==> src/rtl/gcm_ram.sv <==
// Generic single write port RAM with one registered read port.
module gcm_ram #(
  parameter int WIDTH = 8,
  parameter int DEPTH = 256
) (
  input  logic                     clk,
  input  logic                     we,
  input  logic [$clog2(DEPTH)-1:0] waddr,
  input  logic [WIDTH-1:0]         wdata,
  input  logic [$clog2(DEPTH)-1:0] raddr,
  output logic [WIDTH-1:0]         rdata
);

  logic [WIDTH-1:0] mem [DEPTH];

  always_ff @(posedge clk) begin
    if (we) begin
      mem[waddr] <= wdata;
    end
    rdata <= mem[raddr];
  end

endmodule

==> config.mk <==
export PLATFORM = sky130hd
export DESIGN_NAME = gcm_ram
export DESIGN_NICKNAME = d
export VERILOG_FILES = /design/src/rtl/gcm_ram.sv
export SDC_FILE = /design/constraint.sdc
export NUM_CORES = 2
export LEC_CHECK = 0
export ABC_AREA = 1
export BUFFER_PORTS_ARGS = -buffer_cell sky130_fd_sc_hd__buf_2
export CAP_MARGIN = 20
export CORE_MARGIN = 3
export CORE_UTILIZATION = 30
export CTS_CLUSTER_DIAMETER = 150
export DETAILED_ROUTE_END_ITERATION = 16
export PLACE_DENSITY = 0.52
export SYNTH_ARGS = -nofsm -noshare
export SYNTH_HDL_FRONTEND = slang
export SYNTH_SLANG_ARGS = --single-unit
==> constraint.sdc <==
create_clock -name clk -period 2.75 [get_ports clk]
set_input_delay 0.55 -clock clk [delete_from_list [all_inputs] [get_ports clk]]
set_output_delay 0.55 -clock clk [all_outputs]
set_load 0.05 [all_outputs]
### Word level (Yosys, flattened, before mapping)

Memory sizes are Yosys's and may differ from the RTL's. A register that Yosys moved wholly into a read port is not among the register bits.
Index checks and enable logic that the tools add are counted.

| cells by class | value |
|---|---|
| shifts and indexed selects | 0 |
| equal/unequal tests | 0 |
| $mul | 0 |
| $lt $le $gt $ge | 0 |
| muxes and demuxes | 2 |
| bitwise gates (word level) | 0 |
| reductions and logical operators | 0 |
| divide/modulo/power cells | 0 |
| add/sub/neg operators | 0 |

Operators by type and width:

| cell | count |
|---|---|
| $mux 1 | 2 |

| word-level totals | value |
|---|---|
| register bits after elaboration | 0 |
| memories kept | 1 |
| bits in writable memories | 2048 |
| bits in read-only memories | 0 |
| latch bits | 0 |
| output and inout bits | 8 |

Memory list:

| memory | depth | width | read ports | clocked after Yosys merged registers in | wr ports | RTL line | text |
|---|---|---|---|---|---|---|---|
| mem | 256 | 8 | 1 | 1 | 1 | 14 | `logic [WIDTH-1:0] mem [DEPTH];` |

### Logic depth before layout (Yosys ltp)

| depth | value |
|---|---|
| depth in word-level cells | 2 |
| gate-level depth with buffers | 15 |
| gate-level depth less buffers | 11 |

### Worst setup path after synthesis

No wires, ideal clock.

| path | value |
|---|---|
| path type | input to register |
| from | in we |
| to | mem mem[162][0] (enable) |
| arrival time | 1671 ps |
| buffers on the path | 2 |
| setup slack | 709 ps |
| setup time | 370 ps |
| stages | 4 |
| path through | clkbuf_1 > nand3_1 > clkbuf_1 > nor2_1 |

| between the ends | value |
|---|---|
| cells in the longest elaborated chain, start to end | 2 |

RTL lines:

| item | RTL line | text |
|---|---|---|
| from (decl) | 7 | `input logic we,` |
| $mux 1 | 17 | `if (we) begin` |
| $mux 1 (not written as such) | 18 | `mem[waddr] <= wdata;` |
| to (decl) | 14 |  |

No other way between the ends.

### Worst setup path in the final report

| path | value |
|---|---|
| from | reg rdata[1] (read register of mem) |
| to | out rdata[1] |

RTL lines:

| item | RTL line | text |
|---|---|---|
| from (decl) | 11 | `output logic [WIDTH-1:0] rdata` |

No word-level cell between the ends.

==> results.py <==
metrics = {
    "run_status": {
        "status": "complete, no violations",
    },
    "layout": {
        "most-common-layout-cells": "nand2_1, edfxtp_1, nand3_1, buf_4, nor2_1",
        "fillers": 26649,
        "final_common_cell": "nand2_1",
        "nNetsFinal": 7369,
        "area_growth_pct": 18.2,
        "post_route_cells_drive_above_1_share_pct": 12.2,
    },
    "timing": {
        "finalClockSkew_ns": 0.0667,
        "period_minus_slack_ns": 2.49,
        "worst_pin_slew_ns": 0.832,
        "drv_slew": 0,
        "setup_viol": 0,
        "worst_hold_slack_ns": 0.0829,
        "fin_crit_sh_pct": 90.5,
        "fmax_ghz": 0.402,
        "relSlewSlack_pct": 44.3,
        "finalHoldViolCount": 0,
        "setup_tns_ns": 0,
        "rsz0062_at_grt": "no",
    },
    "clock_network": {
        "cts.clk_slew.worst_paths_ns": 0.06,
        "clockBufferDepth": 3,
        "cts_tree": "built",
        "cts_sinks": 2056,
        "cts_hold_buf": 0,
        "htree_levels": 4,
        "cts_resized": 0,
        "ctsRootBufferMaster": "clkbuf_16",
        "numCtsBuffers": 211,
        "cts_setup_buffers": 0,
        "clk_latency_ns": 0.88,
    },
    "routing": {
        "wl_per_cell_um": 22.4,
        "via_per_inst": 4.96,
        "dr.pass1.iters": 6,
        "vias": 55682,
        "drtIter0Drc": 5495,
        "totalWireLength_um": 251000,
        "postRouteAntennaNets": 0,
        "drc": 0,
    },
    "logic_synthesis": {
        "synth_compound_area_share_pct": 0,
        "synthAdderAreaFrac_pct": 0,
        "syn_nets": 7029,
        "synth-xor-area-share_pct": 0,
        "yosysWarnings": 0,
        "seq_area_frac_synth_pct": 73.9,
        "yosys.area_share.simple_pct": 22.9,
        "ys_ff_latch": 2056,
        "synth_cells": 7003,
        "synth.distinct_cells": 14,
        "synth_top_family_by_area": "simple AND/OR/NAND/NOR gates",
        "syn_area_sq_um": 83400,
        "syn-mean-instance-area_sq_um": 11.9,
        "synth.area.mux_share_pct": 0,
    },
    "floorplanning": {
        "die_area_sq_um": 284000,
        "ios": 34,
        "num_rows": 192,
        "core_area_sq_um": 275000,
        "die_h_um": 533,
        "start_util_pct": 30.3,
        "die-width_um": 533,
    },
    "setup_path": {
        "worstSetupEndpointType": "primary output",
        "worstPathMaxFanout": 4,
        "crit_type": "reg2out",
        "critPathArrivalTime_ns": 1.94,
        "critPathBufInv": 1,
        "start_kind": "register",
        "critPathTopFamily": "flip-flops",
        "critPathSlowestCell": "dfxtp_1",
        "critPathMaxStageDelay_ns": 0.70,
        "cp.required_ns": 2.20,
        "cp_cell_sequence": "buf_2",
    },
    "job": {
        "maxCapViolations": 0,
    },
    "global_routing": {
        "first_global_vias": 53248,
        "grt-ovfl-total": 0,
        "grt_max_degree": 100,
        "grt_pass1_wl_um": 369000,
        "grt_usage_pct": 17.2,
        "antenna_found_initial": 22,
    },
    "placed_design": {
        "routabilityCongestion": 0.906,
        "place_hpwl_um": 155000,
        "io_buffers": 33,
    },
    "power_and_ir_drop": {
        "irDropWorstVdd_uv": 633,
        "power_density_nw_per_um2": 684,
        "power_mw": 67.4,
        "p_leak_nw": 34.5,
    },
    "worst_hold_path": {
        "hold_class": "in2reg",
    },
}
cells in the mapped netlist:
cell | n | share of area (%)
buf_1 | 40 | 0.18
buf_2 | 268 | 1.6
buf_4 | 46 | 0.41
buf_6 | 16 | 0.22
buf_8 | 1 | 0.018
clkbuf_1 | 112 | 0.50
dfxtp_1 | 8 | 0.19
edfxtp_1 | 2048 | 74
inv_1 | 36 | 0.16
inv_2 | 2 | 0.0090
inv_4 | 1 | 0.0075
nand2_1 | 2123 | 9.6
nand3_1 | 2019 | 12
nor2_1 | 283 | 1.3
cell families (layout without fill, tap and decap cells):
kind of cell           count (synthesis)  after routing
buffers and inverters                522           1033
and+or+nand+nor                     4425           4425
other                                  0             22
DFF                                 2056           2056
registers in the layout, indices dropped and copies added (netlist names):
name	cells
mem	2048
rdata	8
report_power, final:
group          leakage [nW]  switching (mW)  internal, mW  total [mW]
sequential             18.5          0.0708          34.5        34.6
combinational          12.7            3.22          1.24        4.46
clock                  3.30            12.3          16.1        28.3
total                  34.5            15.5          51.8        67.4
per-layer routing:
metal  vias to the layer above  wire (um)  GRT usage (%)
li1                      25575          -              -
met4                         0       9080           6.19
met3                       372      15600           2.47
met5                         -          0              0
met1                     27860     110000           24.1
met2                      1875     117000           27.4
worst reg2reg max path: cells and delay by family (launching register included):
kind             cells  cell delay, ns
AND/OR/NAND/NOR     10            1.64
flip-flops           1            0.36
final cells by class:
class	instances	area [sq um]	share of cell area [%]
repair buffers	610	6080	6.17
flip-flops and latches	2056	61700	62.6
inverters	39	180	0.183
well taps	3686	4610	4.68
multi-input cells	4425	19200	19.4
clock buffers	257	5470	5.55
clock inverters	127	1350	1.37
diodes	22	55.1	0.0558
final timing paths:
check                                  from          to  slack, ns  cells past startpoint
worst max-delay path               rdata[1]    rdata[1]       0.26                      1
worst min-delay path               wdata[0]  mem[64][0]       0.08                      1
worst max register to register   mem[67][2]    rdata[2]       0.64                     10
worst min register to register  mem[198][5]    rdata[5]       1.04                     10
through the flow:
stage | cell area [sq um] | setup slack (ns) | util (%) | cells
6_report | 98600 | 0.261 | 35.8 | 11222
5_1_grt | 98600 | 0.193 | 35.8 | 11218
2_1_floorplan | 83400 | 0.709 | - | 7003
4_1_cts | 98500 | 0.234 | 35.8 | 11200
3_5_place_dp | 91700 | -0.248 | 33.3 | 10816
3_3_place_gp | 91700 | -0.222 | 33.3 | 10816
(Power assumes the default switching activity.)
