`src/rtl/gcm_pkg.sv`:
```
// Shared constants, codes and types of the gray co-occurrence matrix block.
package gcm_pkg;

  localparam int MAX_LEVELS      = 16;
  localparam int LEVEL_BITS      = $clog2(MAX_LEVELS);
  localparam int LEVELS_CFG_BITS = 5;
  localparam int MAX_WIDTH       = 1024;
  localparam int WIDTH_BITS      = 11;
  localparam int COL_BITS        = 10;
  localparam int MAX_OFFSET      = 4;
  localparam int ROW_BITS        = 3;
  localparam int OFFX_BITS       = 4;
  localparam int COUNT_BITS      = 22;
  localparam int PIXEL_BITS      = 8;
  localparam int CFG_DATA_BITS   = 11;
  localparam int CFG_INDEX_BITS  = 2;

  localparam int DELAY_DEPTH     = MAX_OFFSET * (MAX_WIDTH + 1);
  localparam int DELAY_ADDR_BITS = $clog2(DELAY_DEPTH);
  localparam int DIST_BITS       = DELAY_ADDR_BITS + 2;
  localparam int XREL_BITS       = WIDTH_BITS + 1;
  localparam int SPAN_BITS       = ROW_BITS + WIDTH_BITS;
  localparam int QPROD_BITS      = PIXEL_BITS + LEVELS_CFG_BITS;

  localparam int BIN_ENTRIES     = MAX_LEVELS * MAX_LEVELS;
  localparam int BIN_ADDR_BITS   = 2 * LEVEL_BITS;

  localparam int RESULT_DEPTH    = 8;
  localparam int RES_PTR_BITS    = $clog2(RESULT_DEPTH);
  localparam int RES_CNT_BITS    = RES_PTR_BITS + 1;

  localparam logic [COUNT_BITS-1:0] COUNT_MAX = '1;

  localparam logic [1:0] OP_PIXEL = 2'd0;
  localparam logic [1:0] OP_READ  = 2'd1;
  localparam logic [1:0] OP_CLEAR = 2'd2;

  localparam logic [CFG_INDEX_BITS-1:0] CFG_LEVELS   = 2'd0;
  localparam logic [CFG_INDEX_BITS-1:0] CFG_OFFSET_X = 2'd1;
  localparam logic [CFG_INDEX_BITS-1:0] CFG_OFFSET_Y = 2'd2;
  localparam logic [CFG_INDEX_BITS-1:0] CFG_WIDTH    = 2'd3;

  localparam logic [LEVELS_CFG_BITS-1:0] LEVELS_RESET   = 5'd4;
  localparam logic [OFFX_BITS-1:0]       OFFSET_X_RESET = 4'd1;
  localparam logic [ROW_BITS-1:0]        OFFSET_Y_RESET = 3'd0;
  localparam logic [WIDTH_BITS-1:0]      WIDTH_RESET    = 11'd1024;

  typedef struct packed {
    logic [COUNT_BITS-1:0] count;
    logic                  saturated;
  } result_t;

endpackage

```
`src/rtl/gcm_res_fifo.sv`:
```
// Result queue between the count pipeline and the output channel.
module gcm_res_fifo import gcm_pkg::*; (
  input  logic                    clk,
  input  logic                    rst,
  input  logic                    push,
  input  result_t                 push_data,
  input  logic                    out_stall,
  output logic                    out_valid,
  output result_t                 head,
  output logic [RES_CNT_BITS-1:0] count
);

  result_t                 entries [RESULT_DEPTH];
  logic [RES_PTR_BITS-1:0] wr_ptr;
  logic [RES_PTR_BITS-1:0] rd_ptr;
  logic                    pop;

  assign out_valid = (count != '0);
  assign pop       = out_valid && !out_stall;
  assign head      = entries[rd_ptr];

  always_ff @(posedge clk) begin
    if (push) begin
      entries[wr_ptr] <= push_data;
    end
  end

  always_ff @(posedge clk) begin
    if (rst) begin
      wr_ptr <= '0;
      rd_ptr <= '0;
      count  <= '0;
    end else begin
      if (push) begin
        wr_ptr <= wr_ptr + 1'b1;
      end
      if (pop) begin
        rd_ptr <= rd_ptr + 1'b1;
      end
      case ({push, pop})
        2'b10:   count <= count + 1'b1;
        2'b01:   count <= count - 1'b1;
        default: count <= count;
      endcase
    end
  end

endmodule

```
`config.mk`:
```
export PLATFORM = sky130hd
export DESIGN_NAME = gcm_res_fifo
export DESIGN_NICKNAME = d
export VERILOG_FILES = /design/src/rtl/gcm_pkg.sv /design/src/rtl/gcm_res_fifo.sv
export SDC_FILE = /design/constraint.sdc
export NUM_CORES = 1
export LEC_CHECK = 0
export ABC_AREA = 0
export BUFFER_PORTS_ARGS = -buffer_cell sky130_fd_sc_hd__buf_2
export CAP_MARGIN = 30
export CORE_MARGIN = 1.5
export CORE_UTILIZATION = 30
export DETAILED_ROUTE_END_ITERATION = 8
export SLEW_MARGIN = 40
export SYNTH_ARGS = -nofsm -noshare
export SYNTH_HDL_FRONTEND = slang
export SYNTH_SLANG_ARGS = --single-unit
```
`constraint.sdc`:
```
create_clock -name clk -period 2.4 [get_ports clk]
set_clock_uncertainty 0.05 [all_clocks]
set_input_delay 0.36 -clock clk [delete_from_list [all_inputs] [get_ports clk]]
set_output_delay 0.36 -clock clk [all_outputs]
set_load 0.005 [all_outputs]
```
Word-level counts from Yosys, hierarchy flattened
Memories as Yosys holds them, arrays and structs flattened. A register that Yosys moved wholly into a read port is not among the register bits.
Index checks and enable logic that the tools add are counted.
{"block": "classes", "add_sub_neg": 4, "n_eq_ne": 2, "n_mux": 5, "n_reduce_logical": 4}
{"op": "$pmux W4 S2", "count": 1}
{"op": "$add A3 B1 Y3 const B", "count": 2}
{"op": "$mux W3", "count": 2}
{"op": "$add A4 B1 Y4 const B", "count": 1}
{"op": "$reduce_bool A4 Y1", "count": 1}
{"op": "$sub A4 B1 Y4 const B", "count": 1}
{"op": "$eq A2 B1 Y1 const B", "count": 1}
{"op": "$eq A2 B2 Y1 const B", "count": 1}
{"op": "$mux W1", "count": 2}
{"op": "$reduce_bool A2 Y1", "count": 1}
{"op": "$logic_and A1 B1 Y1", "count": 1}
{"op": "$logic_not A1 Y1", "count": 1}
{"block": "word_totals", "regBits": 10, "ramBits": 184, "output_inout_bits": 28, "memories": 1}
{"memory": "entries", "depth": 8, "word_bits": 23, "read_ports": 1, "rd_clocked_by_memory_dff": 1, "wr": 1, "line_no": "gcm_res_fifo.sv:13", "source": "result_t entries [RESULT_DEPTH];"}

Logic depth before layout (Yosys ltp)
Gate-level depths: netlist of run 1.
{"block": "depth", "depth_word": 4, "depth_mapped": 9, "mapped_depth_nobuf": 9}

Worst setup path before layout of run 1
OpenSTA, ideal clock, no wires.
{"block": "synth_timing", "path_type": "register to register", "from": "register wr_ptr[0]", "to": "memory entries[0][0] in the netlist's numbering, enable pin", "setup_time_ns": 0.432, "arrival_time_ns": 2.120, "required_ns": 1.918, "setup_slack_ns": -0.202, "path_stages_with_launch": 3, "n_path_buf": 0, "synth_period_minus_slack_ns": 2.602, "path_cell_list": "dfxtp_1 nand2b_1 nor3_1"}
{"element": "from (decl)", "line_no": "gcm_res_fifo.sv:14", "source": "logic [RES_PTR_BITS-1:0] wr_ptr;"}
{"element": "from (signal assigned)", "line_no": "gcm_res_fifo.sv:35", "source": "wr_ptr <= wr_ptr + 1'b1;"}
{"element": "to (decl)", "line_no": "gcm_res_fifo.sv:13"}
Straight into the memory's write port.

==> results.toml, run 1 <==
[clock_tree]
cts_made_buffers = 17
clockRootBuffer = "clkbuf_16"
cts_tree = "yes"
clk_latency_ps = 430
clk_pin_slew_ps = 70
postCtsHoldBufs = 0
cts_buffer_depth = 2
htreeDepth = 4
clkSinkCount = 197

[timing]
fmax_mhz = 406
finalCritPeriodShare_pct = 103
finalHoldViolations = 0
relSlewSlack_pct = 61.3
layout_min_cycle_time_ps = 2460
tightest_slew_ps = 580
setup-violations-final = 23
tns_ps = -711
rsz0062_at_grt = "true"
slew_violations = 0
final.setup.worst_slack_ps = -64.1

[setup_path]
crit_path_start_kind = "flip-flop"
cp_max_fo = 6
crit_type = "reg2out"
crit_chain = "buf_12 -> buf_16 -> mux4_2 -> mux2_4 -> buf_6"
cpLargestDelayFamily = "multiplexers"
crit_buf_inv = 3
cp-end-kind = "output port"
cp.required_ps = 1990
cpPeakStageDelay_ps = 500
crit_slowest_cell = "mux4_2"
arrival_ps = 2050

[placement]
io_buffer_count = 54
dpl.hpwl_um = 8690
dpl.cell_count = 730
dp_slack_ps = -88.2
dpl_cell_area_mm2 = 0.00853
gp_congestion = 0.777

[synthesis]
avgSynthCellArea_um2 = 22.7
synth.top_cell.area_share_pct = 72.0
yosys_warnings = 0
yosys-top-cells-area = "edfxtp_1 (72%), mux4_1 (13%), mux2_2 (3.5%), dfxtp_1 (3.4%), mux4_2 (2.6%)"
synth.distinct_cells = 27
synth_area_mm2 = 0.00767
yosys.area.top_type = "edfxtp_1"
yosysSeqAreaShare_pct = 75.4
synthCells = 338
synth_fp_nets = 370
synth-seq-cells = 197

[finish]
layout_common_cells = "edfxtp_1 (184), mux4_2 (46), buf_2 (32)"
fin_nets = 461
syn2layout_area_growth_pct = 23.3
final_cell_count_no_fill = 774
layout_commonest_cell = "edfxtp_1"
postLayoutCellArea_mm2 = 0.00947
drive_gt1_share_pct = 46.6
nFillCells = 2309
fin_util_pct = 37.7

[floorplanning]
initial_core_util_pct = 30.6
pin_count = 55
die_height_um = 163
die_area_mm2 = 0.0266
num_rows = 58
fp.dieW_um = 163
core-area_mm2 = 0.0251

[power_and_ir_drop]
vdd_ir_drop_max_uv = 543
p_per_area_mw_per_mm2 = 929
power_leakage_nw = 3.10

[route]
wl_per_cell_um = 20.4
drcViolationCount = 0
wl_um = 15800
vias = 3588
antenna_left = 0
drtPass1Iterations = 4
drt_iter0_drc = 257
viasPerCell = 4.64

[global_routing]
antenna_found_initial = 2
grt_pass1_vias = 3829
grt_pass1_wl_um = 23600
grt_max_degree = 24
grt.total_usage_pct = 12.3
grt_overflow = 0

[run]
drv_cap = 0

[min_path]
hp-class = "in2reg"

[status]
violations = "setup timing"
status = "finished, violations left"
==> state kept, by name, summed over array words and instances, names as in the netlist, named ones only <==
name	cells
wr_ptr	3
count	4
entries	184
rd_ptr	3
==> Yosys cell counts <==
cell      number
buf_1          2
nor4_1         1
mux4_2         9
dfxtp_1       13
xor2_1         4
nand2b_1       3
nor2b_1        2
a21oi_1        4
or3_1          1
edfxtp_1     184
xnor2_1        2
nor4b_1        1
clkbuf_1       3
nor3b_1        1
nor3_1         2
ha_1           5
nand2_1        6
mux2_2        24
o21ai_0        4
buf_2          4
buf_6          5
nor2_1        15
inv_1          2
o31ai_1        1
mux4_1        37
nor4bb_1       1
mux2i_1        2
==> cell families (layout without fill, tap and decap cells) <==
| logic type | Yosys count | after routing | synth area share [%] |
|---|---|---|---|
| flops | 197 | 197 | 75.4 |
| mux | 72 | 72 | 19.1 |
| simple gates | 33 | 33 | 2.07 |
| buf+inv | 16 | 120 | 1.34 |
| compound gates | 9 | 9 | 0.620 |
| xor+xnor | 6 | 6 | 0.685 |
| fa+ha+maj | 5 | 5 | 0.815 |
| other cells | 0 | 2 | 0 |
==> layout make-up <==
class	count	area, µm²	area share [%]
Antenna cell	2	5.00	0.0529
Clock buffer	17	425	4.49
Clock inverter	15	131	1.39
Inverter	2	7.51	0.0793
Multi-Input combinational cell	125	1810	19.1
Sequential cell	197	5800	61.2
Tap cell	330	413	4.36
Timing Repair Buffer	86	876	9.25
==> metrics by stage <==
stage / power (mW) / hold WS, ps
after CTS: 8.59 / 126
after global routing: 9.15 / 140
after floorplan: 4.94 / 409
after global placement: 5.36 / 427
after detailed placement: 5.41 / 436
final: 8.79 / 145
==> routing by layer <==
metal	GRT usage [%]	up-vias	wire length [µm]
li1	-	1585	-
met1	16.0	1926	7100
met2	20.3	67	7930
met3	3.39	10	622
met4	3.38	0	127
met5	0	-	0
==> power breakdown <==
part | switching, mW | internal (mW)
sequential | 0.118 | 3.87
combinational | 0.821 | 1.30
clock | 1.31 | 1.37
==> what timing repair did <==
item                       CTS  global route
gates resized for setup     47            58
pin swaps                    1             0
buffers inserted             5             0
gates cloned                 6             1
setup endpoints to repair   25            25
==> worst paths after layout <==
path | slack [ps] | from | to | cells after the start
min | 140 | push_data[9] | entries[7][9] | 1
max reg2reg | 110 | count[3] | count[2] | 9
min reg2reg | 450 | wr_ptr[0] | wr_ptr[0] | 2
max | -60 | flip-flop | head[22] | 5
Note: power is estimated with default switching activity, not from simulation.
==> run 2: changes to the inputs <==
--- a/config.mk
+++ b/config.mk
@@ -8,10 +8,12 @@
 export ABC_AREA = 0
 export BUFFER_PORTS_ARGS = -buffer_cell sky130_fd_sc_hd__buf_2
 export CAP_MARGIN = 30
-export CORE_MARGIN = 1.5
+export CORE_MARGIN = 1
 export CORE_UTILIZATION = 30
+export CTS_BUF_LIST = sky130_fd_sc_hd__clkbuf_16
 export DETAILED_ROUTE_END_ITERATION = 8
 export SLEW_MARGIN = 40
 export SYNTH_ARGS = -nofsm -noshare
 export SYNTH_HDL_FRONTEND = slang
 export SYNTH_SLANG_ARGS = --single-unit
+export TNS_END_PERCENT = 30
==> run 2 against run 1 <==
Compared with the run above: the flow still finishes with violations (setup timing); first-iteration DRC count rose by 1.6%; die area fell by 1.2%; clock power rose by 5%; critical path depth fell by 1; non-clock buffer count fell by 1; worst hold slack improved by 6.9 ps; combinational power fell by 15%; routed wire length fell by 3.4%; fmax barely moved; critical path type unchanged.
==> results.toml, run 2 (synthesis gave the netlist of run 1 again) <==
[status]
status = "finished, violations left"
violations = "setup timing"

[timing]
fmax_mhz = 406
tightest_slew_ps = 308
layout_min_cycle_time_ps = 2460
timing.hold.ws_ps = 152
slew_violations = 0
rsz0062_at_grt = "true"
finalHoldViolations = 0
relSlewSlack_pct = 79.3
finalCritPeriodShare_pct = 103
final.setup.worst_slack_ps = -63.6
setup-violations-final = 10

[setup_path]
cp_max_fo = 10
cpPeakStageDelay_ps = 570
regToRegSetupSlack_ps = 110
crit_chain = "buf_12 -> mux4_1 -> mux2_4 -> buf_6"
crit_type = "reg2out"
arrival_ps = 2050
crit_path_start_kind = "flip-flop"
crit_slowest_cell = "mux4_1"
cp-end-kind = "output port"
cp.required_ps = 1990

[placement]
gp_congestion = 0.690
dp_slack_ps = -7.02
io_buffer_count = 54
dpl.hpwl_um = 9260

[route]
viasPerCell = 4.57
wl_per_cell_um = 19.8
antenna_left = 0
drt_iter0_drc = 261
drcViolationCount = 0
drtPass1Iterations = 4
wl_um = 15200
vias = 3527

[power_and_ir_drop]
vdd_ir_drop_max_uv = 452
p_per_area_mw_per_mm2 = 926
total_power_mw = 8.62
power_leakage_nw = 3.06

[finish]
syn2layout_area_growth_pct = 21.2
largest_register_ff_count = 184
layout_commonest_cell = "edfxtp_1"
reg.largest.list = "entries (184), count (4)"
drive_gt1_share_pct = 44.1
layout_common_cells = "edfxtp_1 (184), mux4_2 (39), buf_2 (39)"
fin_nets = 460
top_register = "entries"

[global_routing]
grt_max_degree = 29
grt_pass1_vias = 3904
grt_overflow = 0
grt.total_usage_pct = 12.4
antenna_found_initial = 0
grt_pass1_wl_um = 23500

[min_path]
hp-class = "in2reg"

[floorplanning]
num_rows = 58
initial_core_util_pct = 30.6
pin_count = 55
fp.dieW_um = 162
die_height_um = 162
core-area_mm2 = 0.0251
die_area_mm2 = 0.0262

[run]
drv_cap = 0

[clock_tree]
htreeDepth = 4
cts_made_buffers = 17
cts_tree = "yes"
clockRootBuffer = "clkbuf_16"
clk_latency_ps = 420
clkSinkCount = 197
cts_buffer_depth = 2
clk_pin_slew_ps = 70
## run 2: final timing paths
check	end	cells after the start	start
max	head[4]	4	flip-flop
min	entries[6][18]	1	push_data[18]
max reg2reg	count[2]	9	count[3]
min reg2reg	wr_ptr[0]	2	wr_ptr[0]
## run 2: where the power goes
group / internal, mW / total, mW / switching [mW]
Combinational: 1.10 / 1.81 / 0.717
Sequential: 3.87 / 3.98 / 0.110
Clock: 1.56 / 2.82 / 1.26
Total: 6.53 / 8.62 / 2.08
## run 2: final cells by class
class | count | area (µm²)
Antenna cell | 1 | 2.50
Clock buffer | 17 | 425
Clock inverter | 14 | 170
Fill cell | 2319 | 15800
Inverter | 2 | 7.51
Multi-Input combinational cell | 125 | 1780
Sequential cell | 197 | 5790
Tap cell | 330 | 413
Timing Repair Buffer | 85 | 703
## run 2: critical path, delay by kind of cell, from the launching register on
family                 cells  cell delay, ps
buffers and inverters      2             300
flip-flops                 1             450
multiplexers               2             880
## run 2: per-layer routing
| layer | share of wire (%) | up-vias | GRT usage (%) |
|---|---|---|---|
| met5 | 0 | - | 0 |
| met4 | 1.1 | 0 | 4.07 |
| met3 | 3.6 | 11 | 2.96 |
| met2 | 50 | 83 | 20.7 |
| met1 | 45 | 1849 | 15.8 |
| li1 | - | 1584 | - |
## run 2: what timing repair did
| action | CTS | global route |
|---|---|---|
| gates resized for setup | 55 | 23 |
| buffers inserted | 2 | 1 |
| pin swaps | 0 | 1 |
| setup endpoints to repair | 24 | 25 |
| hold buffers | 0 | 0 |
| gates cloned | 3 | 0 |
## run 2: per-stage QoR
step / setup TNS, ps / cell area (µm²) / instances / utilization (%)
after floorplan: -3100 / 7680 / 338 / -
after global placement: 0 / 8500 / 734 / 33.9
after detailed placement: -7.02 / 8500 / 734 / 33.9
after CTS: -1030 / 9270 / 770 / 36.9
after global routing: -1550 / 9300 / 770 / 37.0
final: -333 / 9300 / 771 / 37.0
